<file path="src/design/weights_stream_checker_crc32_macros.svh">
// Assertion helpers shared by the checker RTL.
`ifndef WEIGHTS_STREAM_CHECKER_CRC32_MACROS_SVH
`define WEIGHTS_STREAM_CHECKER_CRC32_MACROS_SVH

// Clocked assertion, switched off while reset is high.
`define WSCC_ASSERT_RST(lbl, clk, rst, prop, msg) \
   lbl: assert property (@(posedge clk) disable iff (rst) prop) else $error(msg);

// Clocked assertion that also holds through reset.
`define WSCC_ASSERT_ALWAYS(lbl, clk, prop, msg) \
   lbl: assert property (@(posedge clk) prop) else $error(msg);

`endif

</file>
<file path="src/design/wscc_pkg.sv">
`default_nettype none

package wscc_pkg;

   localparam int unsigned CSR_ADDR_W = 3;
   localparam int unsigned CSR_DATA_W = 32;

   // Register index, taken from paddr[2]
   localparam logic REG_EXP_COUNT = 1'b0;

   localparam logic [31:0] CRC_POLY = 32'hEDB88320;
   localparam logic [31:0] CRC_INIT = 32'hFFFFFFFF;

   localparam logic [3:0][7:0] MAGIC_BYTES = {8'h31, 8'h57, 8'h54, 8'h4C};

   typedef enum logic [2:0] {
      ST_IN_PROGRESS  = 3'd0,
      ST_OK           = 3'd1,
      ST_BAD_MAGIC    = 3'd2,
      ST_COUNT_MISMATCH = 3'd3,
      ST_TRUNCATED    = 3'd4,
      ST_CRC_MISMATCH = 3'd5
   } status_type;

   typedef enum logic [2:0] {
      FK_NONE   = 3'd0,
      FK_COUNT  = 3'd1,
      FK_NDIMS  = 3'd2,
      FK_DIM    = 3'd3,
      FK_NUMEL  = 3'd4
   } kind_type;

   // Reflected CRC-32, one byte
   function automatic logic [31:0] crc_byte(input logic [31:0] crc, input logic [7:0] b);
      logic [31:0] c;
      c = crc ^ {24'd0, b};
      for (int k = 0; k < 8; k++) begin
         c = c[0] ? ((c >> 1) ^ CRC_POLY) : (c >> 1);
      end
      return c;
   endfunction

endpackage

`default_nettype wire

</file>
<file path="src/design/wscc_channels.sv">
`default_nettype none

interface wscc_req_if;
   logic       valid;
   logic       ready;
   logic [7:0] data_byte;
   logic       is_last;

   modport source (output valid, output data_byte, output is_last, input ready);
   modport sink   (input valid, input data_byte, input is_last, output ready);
endinterface

interface wscc_rsp_if;
   logic                 valid;
   logic                 ready;
   wscc_pkg::status_type status;
   logic                 done_res;
   logic [31:0]          tensor_index;
   wscc_pkg::kind_type   field_kind;
   logic [63:0]          field_value;

   modport source (output valid, output status, output done_res, output tensor_index,
                   output field_kind, output field_value, input ready);
   modport sink   (input valid, input status, input done_res, input tensor_index,
                   input field_kind, input field_value, output ready);
endinterface

`default_nettype wire

</file>
<file path="src/design/weights_stream_checker_crc32.sv">
// Weights file stream checker with CRC-32.
// req_if carries the file one byte per transaction (data_byte, is_last on the
// final byte). rsp_if returns exactly one transaction per accepted byte: the
// sticky status, done_res, the current tensor index and any header field
// (tensor count, ndims, dim, numel) that completed with that byte.
// The APB port holds one register, the expected tensor count, at address 0.
// The response is registered and appears in the cycle after the byte is accepted.
// One byte per cycle while the response register can take it; the byte-wise CRC,
// field accumulator and counters all update in a single register-to-register pass.
// The response sits in an output register; a new byte is accepted whenever
// that register is empty or is being drained in the same cycle, so a stalled
// receiver stalls the input only once the register is full.
// Reset (synchronous, active high) returns the parser to the magic phase,
// presets the CRC to all ones, clears the expected count, the sticky status
// and the output valid. Once a status other than in-progress is set, later
// bytes are still consumed and each answered with the same status and done.
`default_nettype none
`include "weights_stream_checker_crc32_macros.svh"

module weights_stream_checker_crc32 (
   input  wire logic                          clock,
   input  wire logic                          reset,
   wscc_req_if.sink                           req_if,
   wscc_rsp_if.source                         rsp_if,
   input  wire logic                          psel,
   input  wire logic                          penable,
   input  wire logic                          pwrite,
   input  wire logic [wscc_pkg::CSR_ADDR_W-1:0] paddr,
   input  wire logic [wscc_pkg::CSR_DATA_W-1:0] pwdata,
   output logic      [wscc_pkg::CSR_DATA_W-1:0] prdata,
   output logic                               pready
);
   import wscc_pkg::*;

   typedef enum logic [2:0] {
      PH_MAGIC, PH_COUNT, PH_NDIMS, PH_DIM, PH_NUMEL, PH_DATA, PH_CRC
   } phase_type;

   // Parser state
   phase_type   phase_ff, phase_in;
   logic [31:0] crc_ff, crc_in;
   logic [63:0] acc_ff, acc_in;
   logic [3:0]  byte_cnt_ff, byte_cnt_in;
   logic [31:0] tensors_left_ff, tensors_left_in;
   logic [31:0] cur_tensor_ff, cur_tensor_in;
   logic [31:0] dims_left_ff, dims_left_in;
   logic [63:0] elems_left_ff, elems_left_in;
   logic [1:0]  byte_in_elem_ff, byte_in_elem_in;
   status_type  sticky_ff, sticky_in;
   logic [31:0] exp_count_ff, exp_count_in;

   // Output register
   logic        rsp_valid_ff, rsp_valid_in;
   status_type  rsp_status_ff;
   logic        rsp_done_ff;
   logic [31:0] rsp_index_ff;
   kind_type    rsp_kind_ff, rsp_kind_in;
   logic [63:0] rsp_value_ff, rsp_value_in;

   logic        req_accept;
   logic        csr_write;
   logic [7:0]  b;
   logic [63:0] acc_merged;
   logic [3:0]  byte_cnt_inc;
   logic        done4, done8;
   logic [31:0] tl_dec;
   logic [1:0]  bie_inc;

   // Accept while the output register is empty or draining
   assign req_if.ready = !rsp_valid_ff || rsp_if.ready;
   assign req_accept   = req_if.valid && req_if.ready;

   assign rsp_if.valid        = rsp_valid_ff;
   assign rsp_if.status       = rsp_status_ff;
   assign rsp_if.done_res     = rsp_done_ff;
   assign rsp_if.tensor_index = rsp_index_ff;
   assign rsp_if.field_kind   = rsp_kind_ff;
   assign rsp_if.field_value  = rsp_value_ff;

   // APB: single register, decoded on the word index bit only
   assign pready    = 1'b1;
   assign csr_write = psel && penable && pwrite && (paddr[2] == REG_EXP_COUNT);
   assign prdata    = (paddr[2] == REG_EXP_COUNT) ? exp_count_ff : '0;
   assign exp_count_in = csr_write ? pwdata : exp_count_ff;

   // Little-endian field assembly: drop the byte into its lane
   assign b            = req_if.data_byte;
   assign acc_merged   = acc_ff | ({56'd0, b} << {byte_cnt_ff[2:0], 3'b000});
   assign byte_cnt_inc = byte_cnt_ff + 4'd1;
   assign done4        = byte_cnt_inc >= 4'd4;
   assign done8        = byte_cnt_inc >= 4'd8;
   assign tl_dec       = tensors_left_ff - 32'd1;
   assign bie_inc      = byte_in_elem_ff + 2'd1;

   always_comb begin
      phase_in        = phase_ff;
      crc_in          = crc_ff;
      acc_in          = acc_ff;
      byte_cnt_in     = byte_cnt_ff;
      tensors_left_in = tensors_left_ff;
      cur_tensor_in   = cur_tensor_ff;
      dims_left_in    = dims_left_ff;
      elems_left_in   = elems_left_ff;
      byte_in_elem_in = byte_in_elem_ff;
      sticky_in       = sticky_ff;
      rsp_kind_in     = FK_NONE;
      rsp_value_in    = '0;

      if (req_accept && sticky_ff == ST_IN_PROGRESS) begin
         // The stored CRC itself stays out of the checksum
         if (phase_ff != PH_CRC) begin
            crc_in = crc_byte(crc_ff, b);
         end

         case (phase_ff)
            PH_MAGIC: begin
               if (b != MAGIC_BYTES[byte_cnt_ff[1:0]]) begin
                  sticky_in = ST_BAD_MAGIC;
               end else if (done4) begin
                  byte_cnt_in = '0;
                  phase_in    = PH_COUNT;
               end else begin
                  byte_cnt_in = byte_cnt_inc;
               end
            end
            PH_COUNT: begin
               if (done4) begin
                  acc_in       = '0;
                  byte_cnt_in  = '0;
                  rsp_kind_in  = FK_COUNT;
                  rsp_value_in = acc_merged;
                  if (acc_merged[31:0] != exp_count_ff) begin
                     sticky_in = ST_COUNT_MISMATCH;
                  end else begin
                     tensors_left_in = acc_merged[31:0];
                     phase_in = (acc_merged[31:0] == 32'd0) ? PH_CRC : PH_NDIMS;
                  end
               end else begin
                  acc_in      = acc_merged;
                  byte_cnt_in = byte_cnt_inc;
               end
            end
            PH_NDIMS: begin
               if (done4) begin
                  acc_in       = '0;
                  byte_cnt_in  = '0;
                  rsp_kind_in  = FK_NDIMS;
                  rsp_value_in = acc_merged;
                  dims_left_in = acc_merged[31:0];
                  phase_in     = (acc_merged[31:0] == 32'd0) ? PH_NUMEL : PH_DIM;
               end else begin
                  acc_in      = acc_merged;
                  byte_cnt_in = byte_cnt_inc;
               end
            end
            PH_DIM: begin
               if (done8) begin
                  acc_in       = '0;
                  byte_cnt_in  = '0;
                  rsp_kind_in  = FK_DIM;
                  rsp_value_in = acc_merged;
                  dims_left_in = dims_left_ff - 32'd1;
                  if (dims_left_ff == 32'd1) begin
                     phase_in = PH_NUMEL;
                  end
               end else begin
                  acc_in      = acc_merged;
                  byte_cnt_in = byte_cnt_inc;
               end
            end
            PH_NUMEL: begin
               if (done8) begin
                  acc_in          = '0;
                  byte_cnt_in     = '0;
                  rsp_kind_in     = FK_NUMEL;
                  rsp_value_in    = acc_merged;
                  elems_left_in   = acc_merged;
                  byte_in_elem_in = '0;
                  if (acc_merged == 64'd0) begin
                     // Empty tensor: close it straight away
                     cur_tensor_in   = cur_tensor_ff + 32'd1;
                     tensors_left_in = tl_dec;
                     phase_in        = (tl_dec == 32'd0) ? PH_CRC : PH_NDIMS;
                  end else begin
                     phase_in = PH_DATA;
                  end
               end else begin
                  acc_in      = acc_merged;
                  byte_cnt_in = byte_cnt_inc;
               end
            end
            PH_DATA: begin
               byte_in_elem_in = bie_inc;
               if (bie_inc == 2'd0) begin
                  elems_left_in = elems_left_ff - 64'd1;
                  if (elems_left_ff == 64'd1) begin
                     cur_tensor_in   = cur_tensor_ff + 32'd1;
                     tensors_left_in = tl_dec;
                     phase_in        = (tl_dec == 32'd0) ? PH_CRC : PH_NDIMS;
                  end
               end
            end
            default: begin
               // Stored CRC, compared against the finalised running value
               if (done4) begin
                  acc_in      = '0;
                  byte_cnt_in = '0;
                  sticky_in   = (acc_merged[31:0] == ~crc_ff) ? ST_OK : ST_CRC_MISMATCH;
               end else begin
                  acc_in      = acc_merged;
                  byte_cnt_in = byte_cnt_inc;
               end
            end
         endcase

         // File ended with the parse unfinished
         if (req_if.is_last && sticky_in == ST_IN_PROGRESS) begin
            sticky_in = ST_TRUNCATED;
         end
      end
   end

   always_comb begin
      if (req_accept) begin
         rsp_valid_in = 1'b1;
      end else if (rsp_if.ready) begin
         rsp_valid_in = 1'b0;
      end else begin
         rsp_valid_in = rsp_valid_ff;
      end
   end

   always_ff @(posedge clock) begin
      if (reset) begin
         phase_ff        <= PH_MAGIC;
         crc_ff          <= CRC_INIT;
         acc_ff          <= '0;
         byte_cnt_ff     <= '0;
         tensors_left_ff <= '0;
         cur_tensor_ff   <= '0;
         dims_left_ff    <= '0;
         elems_left_ff   <= '0;
         byte_in_elem_ff <= '0;
         sticky_ff       <= ST_IN_PROGRESS;
         exp_count_ff    <= '0;
         rsp_valid_ff    <= 1'b0;
      end else begin
         phase_ff        <= phase_in;
         crc_ff          <= crc_in;
         acc_ff          <= acc_in;
         byte_cnt_ff     <= byte_cnt_in;
         tensors_left_ff <= tensors_left_in;
         cur_tensor_ff   <= cur_tensor_in;
         dims_left_ff    <= dims_left_in;
         elems_left_ff   <= elems_left_in;
         byte_in_elem_ff <= byte_in_elem_in;
         sticky_ff       <= sticky_in;
         exp_count_ff    <= exp_count_in;
         rsp_valid_ff    <= rsp_valid_in;
      end
      // Response payload: load with each accepted transaction, hold otherwise
      if (req_accept) begin
         rsp_status_ff <= sticky_in;
         rsp_done_ff   <= (sticky_in != ST_IN_PROGRESS);
         rsp_index_ff  <= cur_tensor_in;
         rsp_kind_ff   <= rsp_kind_in;
         rsp_value_ff  <= rsp_value_in;
      end
   end

   // A final status never changes until reset
   `WSCC_ASSERT_RST(a_sticky_holds, clock, reset,
      (sticky_ff != ST_IN_PROGRESS) |=> $stable(sticky_ff), "sticky status changed")
   // Data phase always has elements outstanding
   `WSCC_ASSERT_RST(a_data_nonempty, clock, reset,
      (phase_ff == PH_DATA) |-> (elems_left_ff != 64'd0), "data phase with no elements")
   // done_res tracks the status carried with it
   `WSCC_ASSERT_RST(a_done_matches, clock, reset,
      rsp_valid_ff |-> (rsp_done_ff == (rsp_status_ff != ST_IN_PROGRESS)), "done/status skew")
   // No field value without a field kind
   `WSCC_ASSERT_RST(a_value_zero, clock, reset,
      (rsp_valid_ff && rsp_kind_ff == FK_NONE) |-> (rsp_value_ff == 64'd0),
      "field value without field")
   // A full, stalled output register blocks the input
   `WSCC_ASSERT_ALWAYS(a_no_overrun, clock,
      (rsp_valid_ff && !rsp_if.ready) |-> !req_accept, "response overwritten")

endmodule

`default_nettype wire
</file>
<file path="src/flat_wrapper.sv">
// flat-port wrapper written by rule: the top's interface ports become plain ports
module weights_stream_checker_crc32_flat import wscc_pkg::*;
  (clock, reset, psel, penable, pwrite, paddr, pwdata, prdata, pready, req_if_valid, req_if_data_byte, req_if_is_last, req_if_ready, rsp_if_valid, rsp_if_status, rsp_if_done_res, rsp_if_tensor_index, rsp_if_field_kind, rsp_if_field_value, rsp_if_ready);
  wscc_req_if req_if_i ();
  wscc_rsp_if rsp_if_i ();
  input  wire logic clock;
  input  wire logic reset;
  input  wire logic psel;
  input  wire logic penable;
  input  wire logic pwrite;
  input  wire logic [wscc_pkg::CSR_ADDR_W-1:0] paddr;
  input  wire logic [wscc_pkg::CSR_DATA_W-1:0] pwdata;
  output logic      [wscc_pkg::CSR_DATA_W-1:0] prdata;
  output logic pready;
  input wire logic [$bits(req_if_i.valid)-1:0] req_if_valid;
  input wire logic [$bits(req_if_i.data_byte)-1:0] req_if_data_byte;
  input wire logic [$bits(req_if_i.is_last)-1:0] req_if_is_last;
  output wire logic [$bits(req_if_i.ready)-1:0] req_if_ready;
  output wire logic [$bits(rsp_if_i.valid)-1:0] rsp_if_valid;
  output wire logic [$bits(rsp_if_i.status)-1:0] rsp_if_status;
  output wire logic [$bits(rsp_if_i.done_res)-1:0] rsp_if_done_res;
  output wire logic [$bits(rsp_if_i.tensor_index)-1:0] rsp_if_tensor_index;
  output wire logic [$bits(rsp_if_i.field_kind)-1:0] rsp_if_field_kind;
  output wire logic [$bits(rsp_if_i.field_value)-1:0] rsp_if_field_value;
  input wire logic [$bits(rsp_if_i.ready)-1:0] rsp_if_ready;
  assign req_if_i.valid = req_if_valid;
  assign req_if_i.data_byte = req_if_data_byte;
  assign req_if_i.is_last = req_if_is_last;
  assign req_if_ready = req_if_i.ready;
  assign rsp_if_valid = rsp_if_i.valid;
  assign rsp_if_status = rsp_if_i.status;
  assign rsp_if_done_res = rsp_if_i.done_res;
  assign rsp_if_tensor_index = rsp_if_i.tensor_index;
  assign rsp_if_field_kind = rsp_if_i.field_kind;
  assign rsp_if_field_value = rsp_if_i.field_value;
  assign rsp_if_i.ready = rsp_if_ready;
  weights_stream_checker_crc32 u_core (.clock(clock), .reset(reset), .req_if(req_if_i), .rsp_if(rsp_if_i), .psel(psel), .penable(penable), .pwrite(pwrite), .paddr(paddr), .pwdata(pwdata), .prdata(prdata), .pready(pready));
endmodule
</file>
<file path="config.mk">
export PLATFORM = sky130hd
export DESIGN_NAME = weights_stream_checker_crc32_flat
export DESIGN_NICKNAME = d
export VERILOG_FILES = /design/src/design/wscc_pkg.sv /design/src/design/wscc_channels.sv /design/src/design/weights_stream_checker_crc32.sv /design/src/flat_wrapper.sv
export VERILOG_INCLUDE_DIRS = /design/src /design/src/design
export SDC_FILE = /design/constraint.sdc
export NUM_CORES = 1
export LEC_CHECK = 0
export BUFFER_PORTS_ARGS = -buffer_cell sky130_fd_sc_hd__buf_2
export CAP_MARGIN = 20
export CORE_ASPECT_RATIO = 1.25
export CORE_MARGIN = 3
export CORE_UTILIZATION = 50
export CTS_CLUSTER_SIZE = 25
export DETAILED_ROUTE_END_ITERATION = 16
export PLACE_DENSITY = 0.71
export REMOVE_ABC_BUFFERS = 1
export SYNTH_ARGS = -nofsm -noshare
export SYNTH_HDL_FRONTEND = slang
export SYNTH_SLANG_ARGS = --single-unit
</file>
<file path="constraint.sdc">
create_clock -name clock -period 3.7 [get_ports clock]
set_input_delay 0.74 -clock clock [delete_from_list [all_inputs] [get_ports clock]]
set_output_delay 0.74 -clock clock [all_outputs]
set_load 0.005 [all_outputs]
</file>
==> results_dict.tcl <==
set metrics [dict create \
    grt_pass1_vias 21200 \
    ys_warn_count 0 \
    ys_seq_area_share_pct 41.2 \
    post-cts-setup-buffers 0 \
    fin_nets 3079 \
    postSynthCellCount 2769 \
    cts.clk_slew.worst_paths_ns 0.07 \
    slew_violations 0 \
    dr_total_vias 22500 \
    endpoint_kind "register" \
    post_cts_resized 0 \
    cts_hold_buf 0 \
    syn_avg_cell_area_um2 7.99 \
    layout-drive-gt1-share_pct 17.7 \
    final_common_cell "nor2_1" \
    numCtsBuffers 43 \
    ir_drop_mv 0.318 \
    drt_first_pass_iters 6 \
    initial_core_util_pct 51.0 \
    core_area_um2 43400 \
    antenna_found_initial 1 \
    cp.arrival_ns 3.95 \
    gp_congestion 0.958 \
    slowest_delay_ns 0.53 \
    tightest_slew_ns 0.946 \
    drt_wl_total_mm 75.0 \
    diodes 0 \
    drc 0 \
    syn-cell-area_um2 22100 \
    final_cell_mix "358 x nor2_1, 300 x nand2_1, 299 x dfxtp_1, 296 x a21oi_1, 196 x buf_4" \
    drtIter0Drc 2389 \
    period_needed_ns 3.65 \
    cp_cell_sequence "or4_1 -> a221o_1 -> or4_4 -> or3_4 -> buf_4 -> o41ai_4 -> buf_4 -> a31oi_1 -> o21ai_0 -> nand2_1" \
    via_per_inst 6.21 \
    clock_skew_ns 0.0205 \
    grt_overflow 0 \
    die_h_um 241 \
    place_hpwl_mm 52.9 \
    min_path_type "in -> reg" \
    wl_per_cell_um 20.8 \
    fin_tns_setup_ns 0 \
    leakage_nw 10.3 \
    required_ns 4.00 \
    portBuffers 185 \
    ant_nets 0 \
    power_mw 10.7 \
    maxCapViolations 0 \
    cts-root-buf "clkbuf_16" \
    dieArea_um2 46800 \
    clock_tree.buffer_depth 3 \
    path_common_cell "buf_4" \
    p_per_area_nw_per_um2 407 \
    die_x_um 194 \
    cp_max_fo 9 \
    cts.sinks 404 \
    maxSlewHeadroom_pct 36.4 \
    rsz0062_at_grt "no" \
    io-pin-count 189 \
    stdcell_area_um2 26300 \
    h-tree-depth 2 \
    cts_tree "done" \
    clk_latency_ns 0.57 \
    path_class "reg -> reg" \
    setup_viol 0 \
    grt_max_degree 100 \
    final_util_pct 60.6 \
    final-hold-violation-count 0 \
    timing.fmax_ghz 0.274 \
    min_period_over_period_pct 98.7 \
    status "finished, final reports clean" \
    min_path_cells 3 \
    async_flop_share_pct 0 \
    grt_use_total_pct 30.7 \
    num_rows 85 \
    crit_slowest_cell "or4_1" \
    synthToLayoutAreaGrowth_pct 18.9 \
    grt_pass1_wl_mm 116 \
    ys_types 92 \
    ys_ff_latch 404 \
    crit_path_start_kind "register" \
    reg2reg_depth 10 \
    dpl_cell_area_um2 24700 \
    synth_flop_cell "dfxtp_1" \
    synth_edf_count 103 \
]
[cell families (layout without fill, tap and decap cells)]
kind of cell             Yosys count  in the layout  synth area share, %
buffers and inverters            245            524                 4.34
flip-flops                       404            404                 41.2
other                              1              1               0.0170
adder cells (fa/ha/maj)           15             15                0.849
AO/OA/AOI/OAI                    735            735                 20.3
AND/OR/NAND/NOR                 1247           1247                 28.4
multiplexers                       7              7                0.322
XOR/XNOR                         115            115                 4.55
[per-stage QoR]
step / setup slack, ns / cells / hold slack, ns
2_1_floorplan: -2.97 / 2576 / 0.429
3_3_place_gp: -0.276 / 3532 / 0.449
3_5_place_dp: -0.319 / 3532 / 0.456
4_1_cts: 0.0340 / 3612 / 0.397
5_1_grt: 0.0230 / 3613 / 0.399
6_report: 0.0474 / 3613 / 0.415
[state kept, by name, indices dropped and copies added, names as in the netlist]
register,count
u_core.acc_ff,64
u_core.byte_cnt_ff,4
u_core.byte_in_elem_ff,2
u_core.crc_ff,32
u_core.cur_tensor_ff,32
u_core.dims_left_ff,32
u_core.elems_left_ff,64
u_core.exp_count_ff,32
u_core.phase_ff,3
u_core.rsp_if.done_res,1
u_core.rsp_if.field_kind,3
u_core.rsp_if.field_value,64
u_core.rsp_if.status,3
u_core.rsp_if.tensor_index,32
u_core.rsp_if.valid,1
u_core.sticky_ff,3
u_core.tensors_left_ff,32
[area by class of cell]
type	instances	area, µm²
Clock buffer	55	1240
Sequential cell	404	9120
Clock inverter	25	293
Fill cell	3865	17100
Tap cell	565	707
Timing Repair Buffer	392	2630
Inverter	52	195
Multi-Input combinational cell	2120	12100
[routing by layer]
metal	global-route usage, %	up-vias	routed length, µm
li1	-	10500	-
met1	38.2	10600	29300
met2	51.5	1060	35600
met3	4.48	250	5570
met4	17.4	2	4620
met5	0	-	12
[cells in the mapped netlist, types with 18 or more instances]
master | number | area share [%]
or4_1 | 20 | 0.68
a21oi_1 | 297 | 6.7
inv_1 | 47 | 0.80
nor3_1 | 98 | 2.2
dfxtp_1 | 301 | 27
edfxtp_1 | 103 | 14
nor4_1 | 69 | 2.0
xnor2_1 | 89 | 3.5
a22oi_1 | 30 | 1.0
or3_1 | 37 | 1.0
nand3_1 | 82 | 1.9
nand2_1 | 303 | 5.1
o211ai_1 | 45 | 1.5
nor2b_1 | 49 | 1.4
clkbuf_1 | 171 | 2.9
and2_1 | 28 | 0.79
nand4b_1 | 21 | 0.83
xor2_1 | 26 | 1.0
o21ai_0 | 147 | 3.3
o22ai_1 | 29 | 0.82
nor2_1 | 360 | 6.1
nand4_1 | 36 | 1.0
nand2b_1 | 18 | 0.51
a31oi_1 | 38 | 1.1
[power by group]
group	total [mW]	internal, mW	switching (mW)
clock	4.68	2.75	1.93
combinational	1.26	0.568	0.693
sequential	4.76	4.66	0.110
total	10.7	7.98	2.73
[worst paths after layout]
check / slack (ns) / start / to
hold reg to reg: 0.47 / u_core.elems_left_ff[55] / u_core.elems_left_ff[55]
setup / recovery: 0.05 / u_core.acc_ff[2] / u_core.rsp_if.tensor_index[11]
hold / removal: 0.41 / pwdata[5] / u_core.exp_count_ff[5]
setup reg to reg: 0.05 / u_core.acc_ff[2] / u_core.rsp_if.tensor_index[11]
[critical path, delay by kind of cell, from the launching register on]
kind / cells / cell delay, ns
simple gates: 4 / 1.49
flops: 1 / 0.35
compound gates: 4 / 1.12
buf+inv: 2 / 0.43
(Power assumes the default switching activity.)
